$ cat src/design/skr_pkg.sv
// Shared types, constants and cell functions for the SKINNY-64 round engine.
`default_nettype none
package skr_pkg;

   localparam int unsigned CellW  = 4;
   localparam int unsigned NCells = 16;
   localparam int unsigned StateW = CellW * NCells;

   typedef logic [CellW-1:0]  cell_type;
   typedef logic [StateW-1:0] state_type;

   // Request kinds carried in the action bit.
   typedef enum logic {
      ACT_LOAD  = 1'b0,
      ACT_ROUND = 1'b1
   } action_type;

   localparam cell_type SBOX [NCells] = '{
      4'd12, 4'd6, 4'd9, 4'd0, 4'd1, 4'd10, 4'd2, 4'd11,
      4'd3, 4'd8, 4'd5, 4'd13, 4'd4, 4'd14, 4'd7, 4'd15
   };

   // New cell k takes old cell PERM[k].
   localparam cell_type PERM [NCells] = '{
      4'd0, 4'd1, 4'd2, 4'd3, 4'd7, 4'd4, 4'd5, 4'd6,
      4'd10, 4'd11, 4'd8, 4'd9, 4'd13, 4'd14, 4'd15, 4'd12
   };

   function automatic cell_type sub_cell(input cell_type c);
      return SBOX[c];
   endfunction

endpackage : skr_pkg
`default_nettype wire

$ cat src/design/skr_ifs.sv
// Valid/ready channel interfaces for the request and response sides.
`default_nettype none
interface skr_req_if;
   import skr_pkg::*;
   logic      valid;
   logic      ready;
   logic      action;
   state_type value;

   modport source (output valid, output action, output value, input ready);
   modport sink   (input valid, input action, input value, output ready);
endinterface : skr_req_if

interface skr_rsp_if;
   import skr_pkg::*;
   logic      valid;
   logic      ready;
   state_type state_out;

   modport source (output valid, output state_out, input ready);
   modport sink   (input valid, input state_out, output ready);
endinterface : skr_rsp_if
`default_nettype wire

$ cat src/design/skinny64_round_engine_top.sv
// Top level of the SKINNY-64 round engine: state register, round logic, output buffer.
// Usage:
//  - req_chan (sink): valid/ready with action and a 64-bit value. action=0 loads
//    value as the new cipher state, action=1 runs one keyed round with value as
//    the round key. Cell k of state and key sits at bits 4k+3..4k.
//  - rsp_chan (source): one response per request carrying the state after it.
//  - Response: the updated state is registered into the output buffer on acceptance.
//  - Throughput: one request per cycle while req_chan.ready is high. The round
//    is a single pass of S-box, XOR and wiring between the state register and
//    the output register, so chained rounds run back to back.
//  - Stall: a two-entry output buffer (head plus skid) keeps accepting while one
//    response waits; req_chan.ready drops only when both entries are full.
//  - Reset (synchronous, active high): state cleared to zero, output buffer
//    emptied. No responses are lost or duplicated across a stall.
`default_nettype none
module skinny64_round_engine_top
   import skr_pkg::*;
(
   input  logic    clock,
   input  logic    reset,
   skr_req_if.sink   req_chan,
   skr_rsp_if.source rsp_chan
);

   state_type state_ff, state_in;
   state_type round_out;
   logic      req_fire;
   logic      buf_ready;

   // Round on the current state keyed by the request value.
   skr_round u_round (
      .state_i (state_ff),
      .key_i   (req_chan.value),
      .state_o (round_out)
   );

   assign req_chan.ready = buf_ready;
   assign req_fire       = req_chan.valid && buf_ready;

   // Next state: load or round, taken only on an accepted request.
   always_comb begin
      state_in = state_ff;
      if (req_fire) begin
         unique case (action_type'(req_chan.action))
            ACT_LOAD:  state_in = req_chan.value;
            ACT_ROUND: state_in = round_out;
            default:   state_in = state_ff;
         endcase
      end
   end

   always_ff @(posedge clock) begin
      if (reset) begin
         state_ff <= '0;
      end else begin
         state_ff <= state_in;
      end
   end

   // Response equals the updated state; buffered so stalls do not block input.
   skr_outbuf u_outbuf (
      .clock      (clock),
      .reset      (reset),
      .push_valid (req_fire),
      .push_data  (state_in),
      .push_ready (buf_ready),
      .rsp_chan   (rsp_chan)
   );

`ifndef SYNTH
   a_state_holds_idle : assert property (@(posedge clock) disable iff (reset)
      !req_fire |=> state_ff == $past(state_ff))
      else $error("state changed without an accepted request");

   a_load_takes_value : assert property (@(posedge clock) disable iff (reset)
      (req_fire && req_chan.action == ACT_LOAD) |=> state_ff == $past(req_chan.value))
      else $error("load did not capture the request value");

   a_rsp_after_fire : assert property (@(posedge clock) disable iff (reset)
      req_fire |=> rsp_chan.valid)
      else $error("no response pending after accepted request");
`endif

endmodule : skinny64_round_engine_top
`default_nettype wire

$ cat src/design/skr_round.sv
// One keyed round: S-box, key XOR, ShiftRows, binary MixColumns.
`default_nettype none
module skr_round
   import skr_pkg::*;
(
   input  state_type state_i,
   input  state_type key_i,
   output state_type state_o
);

   cell_type sk [NCells];
   cell_type sr [NCells];

   always_comb begin
      for (int k = 0; k < NCells; k++) begin
         sk[k] = sub_cell(state_i[k*CellW +: CellW]) ^ key_i[k*CellW +: CellW];
      end
      for (int k = 0; k < NCells; k++) begin
         sr[k] = sk[PERM[k]];
      end
   end

   // Column mix per column: rows 0..3 hold a0..a3.
   for (genvar col = 0; col < 4; col++) begin : g_mix
      cell_type a0, a1, a2, a3;
      cell_type m1, m2, m3;
      assign a0 = sr[col];
      assign a1 = sr[4 + col];
      assign a2 = sr[8 + col];
      assign a3 = sr[12 + col];
      assign m1 = a1 ^ a2;
      assign m2 = a2 ^ a0;
      assign m3 = a3 ^ m2;
      assign state_o[col*CellW +: CellW]        = m3;
      assign state_o[(4 + col)*CellW +: CellW]  = a0;
      assign state_o[(8 + col)*CellW +: CellW]  = m1;
      assign state_o[(12 + col)*CellW +: CellW] = m2;
   end

endmodule : skr_round
`default_nettype wire

$ cat src/design/skr_outbuf.sv
// Two-entry output register with skid slot for the response channel.
`default_nettype none
module skr_outbuf
   import skr_pkg::*;
(
   input  logic      clock,
   input  logic      reset,
   input  logic      push_valid,
   input  state_type push_data,
   output logic      push_ready,
   skr_rsp_if.source rsp_chan
);

   logic      out_valid_ff, out_valid_in;
   state_type out_data_ff, out_data_in;
   logic      skid_valid_ff, skid_valid_in;
   state_type skid_data_ff, skid_data_in;
   logic      pop, out_free;

   assign push_ready = !skid_valid_ff;
   assign pop        = out_valid_ff && rsp_chan.ready;
   assign out_free   = !out_valid_ff || pop;

   always_comb begin
      out_valid_in  = out_valid_ff;
      out_data_in   = out_data_ff;
      skid_valid_in = skid_valid_ff;
      skid_data_in  = skid_data_ff;
      if (out_free) begin
         if (skid_valid_ff) begin
            out_valid_in  = 1'b1;
            out_data_in   = skid_data_ff;
            skid_valid_in = 1'b0;
         end else begin
            out_valid_in = push_valid;
            out_data_in  = push_data;
         end
      end else if (push_valid) begin
         skid_valid_in = 1'b1;
         skid_data_in  = push_data;
      end
   end

   always_ff @(posedge clock) begin
      if (reset) begin
         out_valid_ff  <= 1'b0;
         skid_valid_ff <= 1'b0;
      end else begin
         out_valid_ff  <= out_valid_in;
         skid_valid_ff <= skid_valid_in;
      end
      out_data_ff  <= out_data_in;
      skid_data_ff <= skid_data_in;
   end

   assign rsp_chan.valid     = out_valid_ff;
   assign rsp_chan.state_out = out_data_ff;

`ifndef SYNTH
   a_skid_needs_head : assert property (@(posedge clock) disable iff (reset)
      skid_valid_ff |-> out_valid_ff)
      else $error("skid slot occupied while head is empty");

   a_no_push_when_full : assert property (@(posedge clock) disable iff (reset)
      skid_valid_ff |-> !push_valid)
      else $error("push into full output buffer");

   a_skid_drains_next : assert property (@(posedge clock) disable iff (reset)
      (skid_valid_ff && pop) |=> (out_valid_ff && out_data_ff == $past(skid_data_ff)))
      else $error("skid entry not moved to head after pop");
`endif

endmodule : skr_outbuf
`default_nettype wire

$ cat src/flat_wrapper.sv
// flat-port wrapper written by rule: the top's interface ports become plain ports
module skinny64_round_engine_top_flat import skr_pkg::*;
  (clock, reset, req_chan_valid, req_chan_action, req_chan_value, req_chan_ready, rsp_chan_valid, rsp_chan_state_out, rsp_chan_ready);
  skr_req_if req_chan_i ();
  skr_rsp_if rsp_chan_i ();
  input  logic clock;
  input  logic reset;
  input wire logic [$bits(req_chan_i.valid)-1:0] req_chan_valid;
  input wire logic [$bits(req_chan_i.action)-1:0] req_chan_action;
  input wire logic [$bits(req_chan_i.value)-1:0] req_chan_value;
  output wire logic [$bits(req_chan_i.ready)-1:0] req_chan_ready;
  output wire logic [$bits(rsp_chan_i.valid)-1:0] rsp_chan_valid;
  output wire logic [$bits(rsp_chan_i.state_out)-1:0] rsp_chan_state_out;
  input wire logic [$bits(rsp_chan_i.ready)-1:0] rsp_chan_ready;
  assign req_chan_i.valid = req_chan_valid;
  assign req_chan_i.action = req_chan_action;
  assign req_chan_i.value = req_chan_value;
  assign req_chan_ready = req_chan_i.ready;
  assign rsp_chan_valid = rsp_chan_i.valid;
  assign rsp_chan_state_out = rsp_chan_i.state_out;
  assign rsp_chan_i.ready = rsp_chan_ready;
  skinny64_round_engine_top u_core (.clock(clock), .reset(reset), .req_chan(req_chan_i), .rsp_chan(rsp_chan_i));
endmodule
$ cat config.mk
export PLATFORM = sky130hd
export DESIGN_NAME = skinny64_round_engine_top_flat
export DESIGN_NICKNAME = d
export VERILOG_FILES = /design/src/design/skr_pkg.sv /design/src/design/skr_ifs.sv /design/src/design/skinny64_round_engine_top.sv /design/src/design/skr_round.sv /design/src/design/skr_outbuf.sv /design/src/flat_wrapper.sv
export SDC_FILE = /design/constraint.sdc
export NUM_CORES = 1
export LEC_CHECK = 0
export BUFFER_PORTS_ARGS = -buffer_cell sky130_fd_sc_hd__buf_2
export CAP_MARGIN = 10
export CORE_UTILIZATION = 40
export CTS_BUF_LIST = sky130_fd_sc_hd__clkbuf_8
export CTS_CLUSTER_SIZE = 16
export DETAILED_ROUTE_END_ITERATION = 16
export HOLD_SLACK_MARGIN = 0.12
export PLACE_DENSITY = 0.64
export RECOVER_POWER = 25
export SYNTH_ARGS = -nofsm -noshare
export SYNTH_HDL_FRONTEND = slang
export SYNTH_SLANG_ARGS = --single-unit
$ cat constraint.sdc
create_clock -name clock -period 11.8 [get_ports clock]
set_input_delay 0.59 -clock clock [delete_from_list [all_inputs] [get_ports clock]]
set_output_delay 0.59 -clock clock [all_outputs]
set_load 0.05 [all_outputs]
==> impl_metrics.csv, run 1 <==
group,metric,value,unit
outcome,status,"complete, but fails checks",
outcome,violations,"max-capacitance violations, max-slew violations",
detailed_routing,wl_met2,15210,µm
cells_and_area,diodes,0,
global_routing,track_usage,22.06,%
detailed_routing,vias,9051,
worst_setup_path,crit_start,"u_core.u_outbuf.skid_valid_ff$_SDFFE_PP0P_",
worst_setup_path,arrival,4.29,ns
global_routing,grt_max_degree,97,
cells_and_area,layout_common_cells,"128 x edfxtp_1, 127 x nor2_1, 106 x o21ai_0",
worst_setup_path,reg2reg_depth,4,
yosys,ys_ff_latch,194,
sta,rsz0062_at_grt,"false",
yosys,async_reset_ff_share,0,%
clocking,cts_tree,"built",
cells_and_area,drive_gt1_share,12.97,%
power_and_ir_drop,report.power.total,2.764,mW
sta,max_freq,0.2540,GHz
worst_setup_path,crit_required,12.15,ns
cells_and_area,design_area,12880,µm²
cells_and_area,utilization,44.86,%
sta,setup_viol,0,
cells_and_area,syn_to_final_growth,10.16,%
detailed_routing,drtPass1Iterations,9,
sta,hold_violations,0,
die,dieArea,29910,µm²
yosys,yosysSeqAreaShare,44.18,%
die,coreArea,28700,µm²
cells_and_area,final_cells,1664,
place,io_buffers,134,
clocking,cts.path.max_buffers,2,
yosys,avgSynthCellArea,9.873,µm²
sta,slew_violations,123,
sta,max-slew-margin-rel,-107.9,%
die,start_util,40.73,%
detailed_routing,drc,0,
clocking,numCtsBuffers,17,
clocking,cts_htree_levels,4,
yosys,netlist_area,11690,µm²
place,dp.cells,1633,
global_routing,grt_pass1_wl,49920,µm
min_path,min-delay-start,"reset",
die,die_x,173.0,µm
sta,final.setup_skew,0.01518,ns
clocking,clk_pin_slew,0.10,ns
yosys,ys_warn_count,0,
sta,fin_tns_setup,0,ns
global_routing,antenna_found_initial,0,
clocking,post_cts_buffers,0,
power_and_ir_drop,p_leak,4.984,nW
min_path,hold_depth,2,
yosys,ys.flop_type,"edfxtp_1",
yosys,synthesis.instances,1184,
yosys,synthTopCellsByArea,"edfxtp_1 33%, dfxtp_1 11%, ha_1 6.9%",
worst_setup_path,setup.worst_path.end_class,"flop",
detailed_routing,wl_per_cell,19.85,µm
worst_setup_path,start_kind,"flop",
yosys,yosysTopAreaCellShare,32.88,%
place,place_area,12560,µm²
die,io_pins,135,
worst_setup_path,crit_end,"u_core.state_ff[61]$_SDFF_PP0_",
global_routing,grt_remaining_overflow,0,
cells_and_area,layout.nets,1401,
yosys,syn_nets,1317,
place,place.gp.congestion,0.8931,
detailed_routing,ant_nets,0,
yosys,yosysTopAreaCell,"edfxtp_1",
detailed_routing,drt_wl_total,33030,µm
power_and_ir_drop,power_density,214.6,nW/µm²
clocking,cts_hold_buf,0,
clocking,post_cts_resized,0,
sta,timing.final.crit_share,33.37,%
clocking,clock-root-buffer,"clkbuf_8",
sta,min_period,3.937,ns
global_routing,grt_pass1_vias,8309,
worst_setup_path,r2r_setup_slack,7.86,ns
die,fp-row-count,62,
yosys,synth_edf_count,128,
detailed_routing,via_per_inst,5.439,
place,dp_hpwl,22850,µm
sta,worst_pin_slew,3.118,ns
worst_setup_path,timing_worst_setup_path_type,"flop to flop",
clocking,clock_sinks,194,
worst_setup_path,rr_endpoint,"u_core.state_ff[61]$_SDFF_PP0_",
cells_and_area,layout_commonest_cell,"edfxtp_1",
run,max_cap_viol_count,3,
clocking,insertion_delay,0.48,ns
detailed_routing,drtIter0Drc,969,
yosys,yosysUniqueCellTypes,62,
die,fp.dieH,173.0,µm
worst_setup_path,reg2reg_from,"u_core.u_outbuf.skid_valid_ff$_SDFFE_PP0P_",
power_and_ir_drop,ir_worst_vdd,102.2,µV
detailed_routing,wl_met1,15150,µm
detailed_routing,top_layer_used,"met4",
detailed_routing,wl_met3,1996,µm
worst_setup_path,cp_max_fo,35,
min_path,hold_class,"primary input to flop",
[metal layers]
layer / track usage, % / vias up
li1: - / 4302
met1: 31.59 / 4359
met2: 34.58 / 356
met3: 3.078 / 34
met4: 6.637 / 0
met5: 0 / -
[through the flow]
stage	hold WS (ns)	worst slack [ns]
floorplan	0.4972	6.196
global placement	0.5138	8.707
detailed placement	0.5172	8.706
CTS	0.4391	8.863
global route	0.4495	7.665
finish	0.4478	7.863
[how the worst min path moves through the flow]
stage / endpoint / slack [ns]
CTS: u_core.state_ff[1]$_SDFF_PP0_ / 0.44
global placement: u_core.u_outbuf.rsp_chan.state_out[30]$_DFFE_PP_ / 0.51
finish: u_core.state_ff[1]$_SDFF_PP0_ / 0.45
detailed placement: u_core.u_outbuf.rsp_chan.state_out[30]$_DFFE_PP_ / 0.52
floorplan: u_core.u_outbuf.rsp_chan.state_out[16]$_DFFE_PP_ / 0.50
global route: u_core.state_ff[1]$_SDFF_PP0_ / 0.45
[cells in the mapped netlist, types with 15 or more instances]
cell type    n
nor2_1     129
edfxtp_1   128
o21ai_0    106
nand2_1     87
a21oi_1     83
xnor2_1     78
dfxtp_1     66
ha_1        64
clkbuf_1    61
inv_1       59
nor2b_1     39
xor2_1      35
a211oi_1    20
nor3_1      19
mux2_2      16
a21o_1      15
[cell families after synthesis]
kind of cell	after synthesis	share of synthesized area [%]
AOI/OAI and AO/OA	304	15.93
xor gates and xnor gates	127	10.84
adders and majority gates	64	6.850
buffers and inverters	143	5.309
DFF	194	44.18
muxes	37	4.699
and+or+nand+nor	315	12.19
[power by group]
| group | switching (mW) | internal [mW] |
|---|---|---|
| sequential | 0.107 | 0.875 |
| combinational | 0.826 | 0.487 |
| clock | 0.253 | 0.216 |
[state kept, by name, summed over array words and instances (netlist names)]
name                                count
u_core.u_outbuf.skid_data_ff           64
u_core.u_outbuf.rsp_chan.state_out     64
u_core.state_ff                        64
u_core.u_outbuf.rsp_chan.valid          1
u_core.u_outbuf.skid_valid_ff           1
[final cells by class]
| type | count | area, µm² |
|---|---|---|
| inverters | 62 | 232.7 |
| fillers | 2822 | 15830 |
| flip-flops and latches | 194 | 5166 |
| multi-input cells | 847 | 5914 |
| well taps | 384 | 480.5 |
| clock buffers | 18 | 247.7 |
| clock inverters | 13 | 160.2 |
| repair buffers | 146 | 675.6 |
[critical path, cell delays in order, from the launching register on]
cell	delay, ns
dfxtp_2	0.35
clkbuf_1	1.31
clkbuf_1	1.39
or3_1	0.56
o21ai_0	0.14
Note: power is estimated with default switching activity, not from simulation.
==> run 2: changes to the inputs <==
clock period = 3.9 ns   (was 11.8 ns; I/O delays follow)
==> run 2 against run 1 <==
The flow still finishes with violations (max-capacitance violations, max-slew violations). Cell count grew 0.60%. Clock skew grew 0.0021 ns. Combinational power grew to 3.1 times the previous value. Count of clock-buffer cells in the layout rose by 2. Largest cell class unchanged. Highest routed layer is now met5.
==> impl_metrics.csv, run 2 (synthesized netlist as in run 1, its figures left out) <==
group,metric,value,unit
power_and_ir_drop,p_leak,5.040,nW
min_path,min-delay-start,"req_chan_value[57]",
detailed_routing,drc,0,
detailed_routing,wl_met3,2423,µm
sta,final.setup_skew,0.01732,ns
detailed_routing,wl_per_cell,19.97,µm
global_routing,grt_pass1_vias,8334,
detailed_routing,drt_wl_total,33440,µm
worst_setup_path,arrival,3.05,ns
clocking,insertion_delay,0.49,ns
die,fp-row-count,62,
run,max_cap_viol_count,1,
sta,worst_pin_slew,1.899,ns
cells_and_area,final-seq-area,5166,µm²
clocking,clock_sinks,194,
worst_setup_path,critPathTopFamily,"XOR/XNOR gates",
worst_setup_path,setup.worst_path.end_class,"flop",
min_path,hold_class,"primary input to flop",
clocking,post_cts_buffers,0,
worst_setup_path,cp_max_fo,6,
die,io_pins,135,
place,dp_hpwl,23650,µm
die,dieArea,29910,µm²
detailed_routing,wl_met2,14890,µm
sta,timing.final.crit_share,72.64,%
die,fp.dieH,173.0,µm
die,start_util,40.73,%
detailed_routing,top_layer_used,"met5",
global_routing,antenna_found_initial,1,
cells_and_area,layout_common_cells,"128 x edfxtp_1, 127 x nor2_1, 106 x o21ai_0",
global_routing,grt_remaining_overflow,0,
worst_setup_path,path_cells,"inv_1, ha_1, mux4_2, xor2_1, xor2_1, or2_2, a221oi_1, a21oi_1",
sta,max_freq,0.3530,GHz
cells_and_area,drive_gt1_share,13.02,%
power_and_ir_drop,power_density,656.3,nW/µm²
cells_and_area,diodes,0,
clocking,numCtsBuffers,17,
worst_setup_path,path_buf_inv,1,
worst_setup_path,timing_worst_setup_path_type,"flop to flop",
detailed_routing,drtIter0Drc,871,
cells_and_area,nFillCells,2804,
clocking,clock-root-buffer,"clkbuf_8",
die,coreArea,28700,µm²
outcome,violations,"max-capacitance violations, max-slew violations",
worst_setup_path,crit_required,4.11,ns
sta,min_period,2.833,ns
worst_setup_path,crit_start,"u_core.state_ff[41]$_SDFF_PP0_",
cells_and_area,layout.nets,1410,
place,io_buffers,134,
cells_and_area,utilization,45.44,%
detailed_routing,wl_met1,15060,µm
global_routing,track_usage,22.44,%
sta,slew_violations,35,
worst_setup_path,start_kind,"flop",
detailed_routing,via_per_inst,5.458,
worst_setup_path,reg2reg_from,"u_core.state_ff[41]$_SDFF_PP0_",
power_and_ir_drop,ir_worst_vdd,366.6,µV
sta,max-slew-margin-rel,-26.59,%
global_routing,grt_pass1_wl,50250,µm
global_routing,grt_max_degree,57,
clocking,clk_pin_slew,0.10,ns
sta,hold_violations,0,
cells_and_area,multi_input_area,5914,µm²
worst_setup_path,cp_slowest_stage_delay,0.46,ns
clocking,cts.path.max_buffers,2,
sta,fin_tns_setup,0,ns
worst_setup_path,path_common_cell,"xor2_1",
clocking,cts_tree,"built",
sta,setup_viol,0,
cells_and_area,syn_to_final_growth,11.56,%
cells_and_area,layout_commonest_cell,"edfxtp_1",
detailed_routing,ant_nets,0,
place,place.gp.congestion,0.9018,
die,die_x,173.0,µm
detailed_routing,vias,9136,
sta,rsz0062_at_grt,"false",
worst_setup_path,crit_slowest_cell,"mux4_2",
clocking,cts_htree_levels,4,
outcome,status,"complete, but fails checks",
detailed_routing,drtPass1Iterations,6,
## run 2: cell type report
type / instances / share of cell area (%)
Inverter: 62 / 1.785
Clock inverter: 12 / 1.535
Multi-Input combinational cell: 847 / 45.35
Sequential cell: 194 / 39.61
Tap cell: 384 / 3.684
Timing Repair Buffer: 155 / 5.920
Clock buffer: 20 / 2.111
## run 2: worst reg2reg max path, cell delays in order (launching register included)
cell and delay [ns]:
dfxtp_1 0.44, inv_1 0.14, ha_1 0.29, mux4_2 0.46
xor2_1 0.40, xor2_1 0.17, or2_2 0.32, a221oi_1 0.28
a21oi_1 0.07
## run 2: routing by layer
layer,track usage (%),up-vias
met1,31.96,4407
met3,3.452,51
met2,33.94,366
li1,-,4310
met5,0,-
met4,9.329,2
## run 2: worst paths after layout
check | to | slack [ns] | cells past startpoint
setup / recovery | u_core.u_outbuf.rsp_chan.state_out[48]$_DFFE_PP_ | 1.07 | 8
hold / removal | u_core.state_ff[57]$_SDFF_PP0_ | 0.18 | 3
setup reg to reg | u_core.u_outbuf.rsp_chan.state_out[48]$_DFFE_PP_ | 1.07 | 8
hold reg to reg | u_core.u_outbuf.rsp_chan.state_out[16]$_DFFE_PP_ | 0.54 | 1
## run 2: what timing repair did
item                                    4_1_cts  5_1_grt
hold buffers                                  5        0
endpoints found under the setup margin        0        0
resized for setup                             0        0
hold endpoints to repair                      5        0
## run 2: per-stage QoR
stage / worst slack (ns) / power (mW) / instances / hold WS (ns) / cell area, µm²
6_report: 1.067 / 8.560 / 1674 / 0.1761 / 13040
5_1_grt: 0.9417 / 9.010 / 1674 / 0.1716 / 13040
4_1_cts: 1.137 / 8.618 / 1674 / 0.1514 / 13130
3_5_place_dp: 1.159 / 7.010 / 1637 / 0.5197 / 12600
3_3_place_gp: 1.188 / 6.983 / 1637 / 0.5132 / 12600
2_1_floorplan: 0.1154 / 5.971 / 1184 / 0.4123 / 11700
## run 2: report_power, final
group	switching (mW)	total, mW	internal [mW]
Clock	0.775	1.59	0.818
Sequential	0.318	2.96	2.65
Combinational	2.53	4.00	1.48
